**src/swm_pkg.sv**
```systemverilog
package swm_pkg;

	localparam int SAMPLE_W = 32;
	localparam int WS_W     = 7;
	localparam logic [WS_W-1:0] WS_RESET = 7'd3;

	// sequencer states
	typedef enum logic [2:0] {
		ST_IDLE,
		ST_RD_BACK,
		ST_CMP,
		ST_PUSH,
		ST_RD_FRONT,
		ST_EMIT
	} state_t;

	// strobes from sequencer to datapath
	typedef struct packed {
		logic in_ready;
		logic ld_in;
		logic rd_back;
		logic pop;
		logic push;
		logic emit;
		logic finish;
	} ctrl_t;

	// status from datapath to sequencer
	typedef struct packed {
		logic in_valid;
		logic q_empty;
		logic back_lt;
		logic emit_req;
		logic out_free;
	} stat_t;

endpackage

```
**src/swm_seq.sv**
```systemverilog
module swm_seq (
	input  logic           clk,
	input  logic           arst_n,
	input  swm_pkg::stat_t stat,
	output swm_pkg::ctrl_t ctrl
);

	swm_pkg::state_t state_q;
	swm_pkg::state_t state_nxt;

	// state register
	always_ff @(posedge clk or negedge arst_n) begin
		if (!arst_n) begin
			state_q <= swm_pkg::ST_IDLE;
		end else begin
			state_q <= state_nxt;
		end
	end

	// next state
	always_comb begin
		state_nxt = state_q;
		case (state_q)
			swm_pkg::ST_IDLE: begin
				if (stat.in_valid) state_nxt = swm_pkg::ST_RD_BACK;
			end
			swm_pkg::ST_RD_BACK: begin
				state_nxt = swm_pkg::ST_CMP;
			end
			swm_pkg::ST_CMP: begin
				if (!stat.q_empty && stat.back_lt) state_nxt = swm_pkg::ST_RD_BACK;
				else state_nxt = swm_pkg::ST_PUSH;
			end
			swm_pkg::ST_PUSH: begin
				if (stat.emit_req) state_nxt = swm_pkg::ST_RD_FRONT;
				else state_nxt = swm_pkg::ST_IDLE;
			end
			swm_pkg::ST_RD_FRONT: begin
				state_nxt = swm_pkg::ST_EMIT;
			end
			swm_pkg::ST_EMIT: begin
				if (stat.out_free) state_nxt = swm_pkg::ST_IDLE;
			end
			default: begin
				state_nxt = swm_pkg::ST_IDLE;
			end
		endcase
	end

	// outputs
	always_comb begin
		ctrl = '0;
		case (state_q)
			swm_pkg::ST_IDLE: begin
				ctrl.in_ready = 1'b1;
				ctrl.ld_in    = stat.in_valid;
			end
			swm_pkg::ST_RD_BACK: begin
				ctrl.rd_back = 1'b1;
			end
			swm_pkg::ST_CMP: begin
				ctrl.pop = !stat.q_empty && stat.back_lt;
			end
			swm_pkg::ST_PUSH: begin
				ctrl.push   = 1'b1;
				ctrl.finish = !stat.emit_req;
			end
			swm_pkg::ST_RD_FRONT: begin
			end
			swm_pkg::ST_EMIT: begin
				ctrl.emit   = stat.out_free;
				ctrl.finish = stat.out_free;
			end
			default: begin
			end
		endcase
	end

endmodule

```
**src/sliding_window_maximum_top.sv**
```systemverilog
// Sliding window maximum over a stream of signed 32-bit samples.
// Input transactions (sample, last_in_sequence) use in_valid/in_ready;
// result transactions (window_max, final_result) use out_valid/out_ready.
// cfg_we writes window_size from cfg_data; write it only while idle.
// A window_size of 0 acts as 1, above MAX_WINDOW acts as MAX_WINDOW.
// One compare unit walks the candidate queue from the back: for each entry
// the sequencer reads it (RD_BACK) and compares it (CMP), then pushes
// (PUSH), then RD_FRONT and EMIT when the item yields a result, then IDLE.
// The result shows on out_valid at the end of that item.
// Results are held in an output register: a new transaction is accepted
// while a result waits; only the next result stalls until out_ready.
// A sequence gives results from its window_size-th sample on; a
// transaction flagged last ends the sequence and clears the queue, ring
// pointer and sample count. Reset clears the same state, empties the
// output register and sets window_size to 3; no clearing pass is needed.
module sliding_window_maximum_top #(
	parameter int MAX_WINDOW = 64
) (
	input  logic                               clk,
	input  logic                               arst_n,
	input  logic                               in_valid,
	output logic                               in_ready,
	input  logic signed [swm_pkg::SAMPLE_W-1:0] sample,
	input  logic                               last_in_sequence,
	output logic                               out_valid,
	input  logic                               out_ready,
	output logic signed [swm_pkg::SAMPLE_W-1:0] window_max,
	output logic                               final_result,
	input  logic                               cfg_we,
	input  logic [swm_pkg::WS_W-1:0]           cfg_data
);

	localparam int CNT_W = $clog2(MAX_WINDOW + 1);
	localparam int PTR_W = $clog2(MAX_WINDOW);
	localparam int IDX_W = CNT_W + 1;
	localparam logic [PTR_W-1:0] PTR_LAST = PTR_W'(MAX_WINDOW - 1);

	swm_pkg::ctrl_t ctrl;
	swm_pkg::stat_t stat;

	logic [swm_pkg::WS_W-1:0]     ws_q;
	logic [swm_pkg::SAMPLE_W-1:0] s_q;
	logic                         last_q;
	logic [CNT_W-1:0]             k_q;
	logic                         emit_q;
	logic [CNT_W-1:0]             seen_q;
	logic [CNT_W-1:0]             count_q;
	logic [PTR_W-1:0]             head_q;
	logic [PTR_W-1:0]             tail_q;
	logic [PTR_W-1:0]             rp_q;
	logic [swm_pkg::SAMPLE_W-1:0] q_rd_q;
	logic [swm_pkg::SAMPLE_W-1:0] r_rd_q;
	logic                         out_valid_q;
	logic [swm_pkg::SAMPLE_W-1:0] window_max_q;
	logic                         final_q;

	logic [swm_pkg::SAMPLE_W-1:0] queue_mem [MAX_WINDOW];
	logic [swm_pkg::SAMPLE_W-1:0] ring_mem  [MAX_WINDOW];

	logic [CNT_W-1:0] k_eff;
	logic [CNT_W-1:0] seen_clamp;
	logic [CNT_W-1:0] seen_nxt;
	logic [PTR_W-1:0] tail_dec;
	logic [PTR_W-1:0] q_raddr;
	logic [IDX_W-1:0] idx_raw;
	logic [IDX_W-1:0] idx_wrap;
	logic [PTR_W-1:0] r_raddr;

	function automatic logic [PTR_W-1:0] ptr_inc(input logic [PTR_W-1:0] p);
		ptr_inc = (p == PTR_LAST) ? '0 : p + 1'b1;
	endfunction

	// effective window and running sample count
	always_comb begin
		if (ws_q == '0) k_eff = CNT_W'(1);
		else if (int'(ws_q) > MAX_WINDOW) k_eff = CNT_W'(MAX_WINDOW);
		else k_eff = CNT_W'(ws_q);
		seen_clamp = (seen_q > k_eff) ? k_eff : seen_q;
		seen_nxt   = (seen_clamp < k_eff) ? seen_clamp + 1'b1 : seen_clamp;
	end

	// queue read address: back during RD_BACK, front otherwise
	assign tail_dec = (tail_q == '0) ? PTR_LAST : tail_q - 1'b1;
	assign q_raddr  = ctrl.rd_back ? tail_dec : head_q;

	// ring slot of the sample leaving the window
	assign idx_raw  = IDX_W'(rp_q) + IDX_W'(MAX_WINDOW) - IDX_W'(k_q) + IDX_W'(1);
	assign idx_wrap = (idx_raw >= IDX_W'(MAX_WINDOW)) ? idx_raw - IDX_W'(MAX_WINDOW) : idx_raw;
	assign r_raddr  = idx_wrap[PTR_W-1:0];

	// status toward the sequencer
	assign stat.in_valid = in_valid;
	assign stat.q_empty  = (count_q == '0);
	assign stat.back_lt  = $signed(q_rd_q) < $signed(s_q);
	assign stat.emit_req = emit_q;
	assign stat.out_free = !out_valid_q || out_ready;

	swm_seq u_seq (
		.clk    (clk),
		.arst_n (arst_n),
		.stat   (stat),
		.ctrl   (ctrl)
	);

	// candidate queue and history ring memories
	always_ff @(posedge clk) begin
		if (ctrl.push) begin
			queue_mem[tail_q] <= s_q;
			ring_mem[rp_q]    <= s_q;
		end
		q_rd_q <= queue_mem[q_raddr];
		r_rd_q <= ring_mem[r_raddr];
	end

	// latched transaction
	always_ff @(posedge clk) begin
		if (ctrl.ld_in) begin
			s_q    <= sample;
			last_q <= last_in_sequence;
			k_q    <= k_eff;
			emit_q <= (seen_nxt == k_eff);
		end
	end

	// configuration register
	always_ff @(posedge clk or negedge arst_n) begin
		if (!arst_n) begin
			ws_q <= swm_pkg::WS_RESET;
		end else if (cfg_we) begin
			ws_q <= cfg_data;
		end
	end

	// queue pointers, ring pointer, sample count
	always_ff @(posedge clk or negedge arst_n) begin
		if (!arst_n) begin
			seen_q  <= '0;
			count_q <= '0;
			head_q  <= '0;
			tail_q  <= '0;
			rp_q    <= '0;
		end else if (ctrl.finish && last_q) begin
			// end of sequence: clear everything
			seen_q  <= '0;
			count_q <= '0;
			head_q  <= '0;
			tail_q  <= '0;
			rp_q    <= '0;
		end else begin
			if (ctrl.ld_in) seen_q <= seen_nxt;
			if (ctrl.pop) begin
				tail_q  <= tail_dec;
				count_q <= count_q - 1'b1;
			end else if (ctrl.push) begin
				tail_q <= ptr_inc(tail_q);
				// full queue: drop the front to make room
				if (count_q == CNT_W'(MAX_WINDOW)) head_q <= ptr_inc(head_q);
				else count_q <= count_q + 1'b1;
			end else if (ctrl.emit && (r_rd_q == q_rd_q)) begin
				// front leaves with the window
				head_q  <= ptr_inc(head_q);
				count_q <= count_q - 1'b1;
			end
			if (ctrl.finish) rp_q <= ptr_inc(rp_q);
		end
	end

	// output register
	always_ff @(posedge clk or negedge arst_n) begin
		if (!arst_n) begin
			out_valid_q <= 1'b0;
		end else if (ctrl.emit) begin
			out_valid_q <= 1'b1;
		end else if (out_ready) begin
			out_valid_q <= 1'b0;
		end
	end

	always_ff @(posedge clk) begin
		if (ctrl.emit) begin
			window_max_q <= q_rd_q;
			final_q      <= last_q;
		end
	end

	assign in_ready     = ctrl.in_ready;
	assign out_valid    = out_valid_q;
	assign window_max   = window_max_q;
	assign final_result = final_q;

endmodule

```
**config.mk**
```make
export PLATFORM = sky130hd
export DESIGN_NAME = sliding_window_maximum_top
export DESIGN_NICKNAME = d
export VERILOG_FILES = /design/src/swm_pkg.sv /design/src/swm_seq.sv /design/src/sliding_window_maximum_top.sv
export SDC_FILE = /design/constraint.sdc
export NUM_CORES = 2
export LEC_CHECK = 0
export ABC_CLOCK_PERIOD_IN_PS = 10020
export CORE_MARGIN = 8
export CORE_UTILIZATION = 59
export CTS_BUF_LIST = sky130_fd_sc_hd__clkbuf_4
export DETAILED_ROUTE_END_ITERATION = 6
export DONT_BUFFER_PORTS = 1
export PLACE_DENSITY = 0.75
export SYNTH_ARGS = -nofsm -noshare
export SYNTH_HDL_FRONTEND = slang
export SYNTH_SLANG_ARGS = --single-unit
```
**constraint.sdc**
```tcl
create_clock -name clk -period 10.02 [get_ports clk]
set_input_delay 0.501 -clock clk [delete_from_list [all_inputs] [get_ports clk]]
set_output_delay 0.501 -clock clk [all_outputs]
set_load 0.02 [all_outputs]
```
==> metrics <==
Syn Nets 7124; Overall Power 59.0 mW; fmax 0.175 GHz; clk_skew 0.199 ns; Leak Pwr 60.3 nW; Synth Register Bits 4276; outcome complete, but fails checks; Worst-Skew Late Latency 1.65 ns; post-route cell area 185000 sq um; antenna violations before repair 44; Setup crit end kind flip-flop; Layout area overhead 12.5%; Reg2Reg Depth 10; Mean Syn Cell Area 23.4 sq um; die width 544 microns; Peak VDD IR 0.468 mV; WS Path Type flip-flop to flip-flop; prevailing post-synth register cell edfxtp_1; RSZ-0062 raised after global routing false; failing checks DRC; Post-synth EDFFs 4169; Area after DPL 171000 sq um; HP Start cfg_data[4]; Max Buffers Root-to-Sink 5; crit path cell chain or3_1, or2_0, a31o_4, buf_12, buf_4, mux4_2, mux2i_1, mux2i_1, a22oi_1, nand2_1; fin crit share 56.9%; largest net degree at the start of global routing 139; Num CTS Buffers 1117; post-layout min period 5.70 ns; via count 83800; number of nets in the layout 8257; I/O Pins 80; fraction of layout cells with a size suffix above 1 36.6%; WP data arrival 7.07 ns; first-pass GRT wire length 603000 microns; hpwl dp 219000 microns; PostCTS Resize Cnt 0; reg2reg setup slack 4.32 ns; PortBufs 0; routed metal-1 wirelength 146000 microns; Mapped Cells 7018; DR WL/cell 34.0 microns; asr flop ratio synth 1.01%; Seq/Total Area, Yosys 77.5%; vias in the first global route 85700; die area 296000 sq um; Core ar. 278000 sq um; Netlist cell types 71; CP Launch Type flip-flop; Setup violations, final 0; GRT Total Usage 29.0%; number of vias per cell 6.66; filler cell count 17300; final core utilization 66.5%; Pre-Repair DR Iteration Count 7; H-tree depth 7; TNS Setup 0 ns; DRC Markers 92; Iter 0 DRT Violations 13700; Hold WC Path Type input pin to flip-flop; slew margin rel. 21.9%; met3 WL 57700 microns; Clock transition at path regs 0.07 ns; Root Buffer clkbuf_4; maxcap violations 0; num rows 194; Ys Warns 0; total clock sinks 4276; CTS tree built; final std cells w/o fill 12600; routed wire length 428000 microns; CP dominant cell by count mux2i_1; Vert. Die Dim 544 microns; Power Dens Cells 319 nW/um^2; Initial Util 59.1%; Post-Synthesis Cell Area 164000 sq um; Worst Tran Pin Value 1.14 ns; Crit Reg-Reg Endpoint q_rd_q[1]; top sig layer met5; hold path cells 3; placed cell count 10600; CP max stage delay 0.77 ns; max-slew violations 0; Final ANT Viol Nets 0; total grt overflow 0; WHS Endpoint ws_q[4]; RR Startpoint tail_q[3]; Slowest cell on crit path buf_4; WP data required 11.39 ns; count of final hold-check violations 0; routed wl met2 201000 microns; RePlAce Congestion 0.862; crit path max fanout 102
[cell families (layout without fill, tap and decap cells)]
group           count (synthesis)  after routing  synth area share, %
other cells                     0             24                    0
compound gates                234            234                0.973
simple gates                  417            417                 1.18
xor+xnor                       55             55                0.301
fa+ha+maj                      61             61                0.469
flops                        4276           4276                 77.5
buf+inv                       421           2241                 1.11
mux                          1554           1554                 18.4
[critical path, delay by kind of cell, from the launching register on]
family	cells	cell delay (ns)
flip-flops	1	0.57
multiplexers	3	0.83
buffers and inverters	2	1.34
AND/OR/NAND/NOR	3	1.08
AO/OA/AOI/OAI	2	1.33
[routing by layer]
layer / vias up / track usage (%)
met5: - / 0
met3: 1085 / 9.49
met4: 8 / 14.8
met2: 6586 / 44.3
met1: 43300 / 38.1
li1: 32800 / -
[layout by cell type, fill, tap and decap left out, drive strengths merged, types with 33 or more instances in the layout]
cell type / n
edfxtp: 4169
clkbuf: 1573
mux4: 1178
mux2i: 365
buf: 251
clkinv: 205
nor2: 169
dlygate4sd3: 121
nand2: 96
inv: 75
a22oi: 72
dfxtp: 64
ha: 60
o21ai: 45
dfrtp: 41
a21oi: 35
xnor2: 34
nand3: 33
[registers in the layout (all words and copies together) (netlist names)]
signal,cells
count_q,7
emit_q,1
final_result,1
head_q,6
k_q,6
last_q,1
out_valid,1
q_rd_q,32
queue_mem,2048
r_rd_q,32
ring_mem,2048
rp_q,6
s_q,32
seen_q,7
tail_q,6
u_seq.state_q,3
window_max,32
ws_q,7
[synth_stat cells (all sizes together) (12+ instances only)]
library cell,instances,area share [%]
a21oi,35,0.11
nand3,33,0.10
nand4,25,0.095
dfrtp,41,0.62
inv,63,0.14
mux2i,365,2.2
buf,176,0.55
xnor2,34,0.18
nor2b,13,0.049
a22oi,72,0.33
nor2,169,0.39
mux4,1178,16
xor2,20,0.11
dfxtp,64,0.78
nand2,96,0.22
ha,60,0.46
o21ai,45,0.14
a21o,21,0.096
edfxtp,4169,76
nand3b,12,0.055
clkbuf,182,0.42
[report_power, final]
part	switching, mW	leakage [nW]	internal (mW)
clock network	6.75	7.82	7.43
logic	13.3	13.9	9.97
registers	0.648	38.5	20.9
total	20.7	60.3	38.3
[metrics by stage]
step	hold slack (ns)	setup WS [ns]
after floorplan	0.205	4.77
after global placement	0.216	4.50
after detailed placement	0.218	4.42
after CTS	0.00312	4.34
after global routing	0.0763	3.94
final	0.184	4.32
[layout make-up]
class                   count  area (sq um)  area share (%)
diodes                     24          60.1          0.0324
clock buffers            1573         11800            6.38
clock inverters           233          1210           0.652
inverters                  63           236           0.128
multi-input cells        2321         36200            19.6
flip-flops and latches   4276        128000            68.9
well taps                3724          4660            2.52
repair buffers            372          3350            1.81
[worst max path at each step]
stage                      from         endpoint  slack, ns  depth (start not counted)
2_1_floorplan  u_seq.state_q[1]  ring_mem[16][0]       4.77                          6
3_3_place_gp          tail_q[3]        q_rd_q[1]       4.50                         10
3_5_place_dp          tail_q[3]        q_rd_q[1]       4.42                         10
4_1_cts               tail_q[3]        q_rd_q[1]       4.34                         10
5_1_grt               tail_q[3]        q_rd_q[4]       3.94                         10
6_report              tail_q[3]        q_rd_q[1]       4.32                         10
[what timing repair did]
action	4_1_cts	5_1_grt
buffers inserted	0	0
hold endpoints to repair	174	0
hold buffers	123	0
Power figures use the tool's default switching activity.
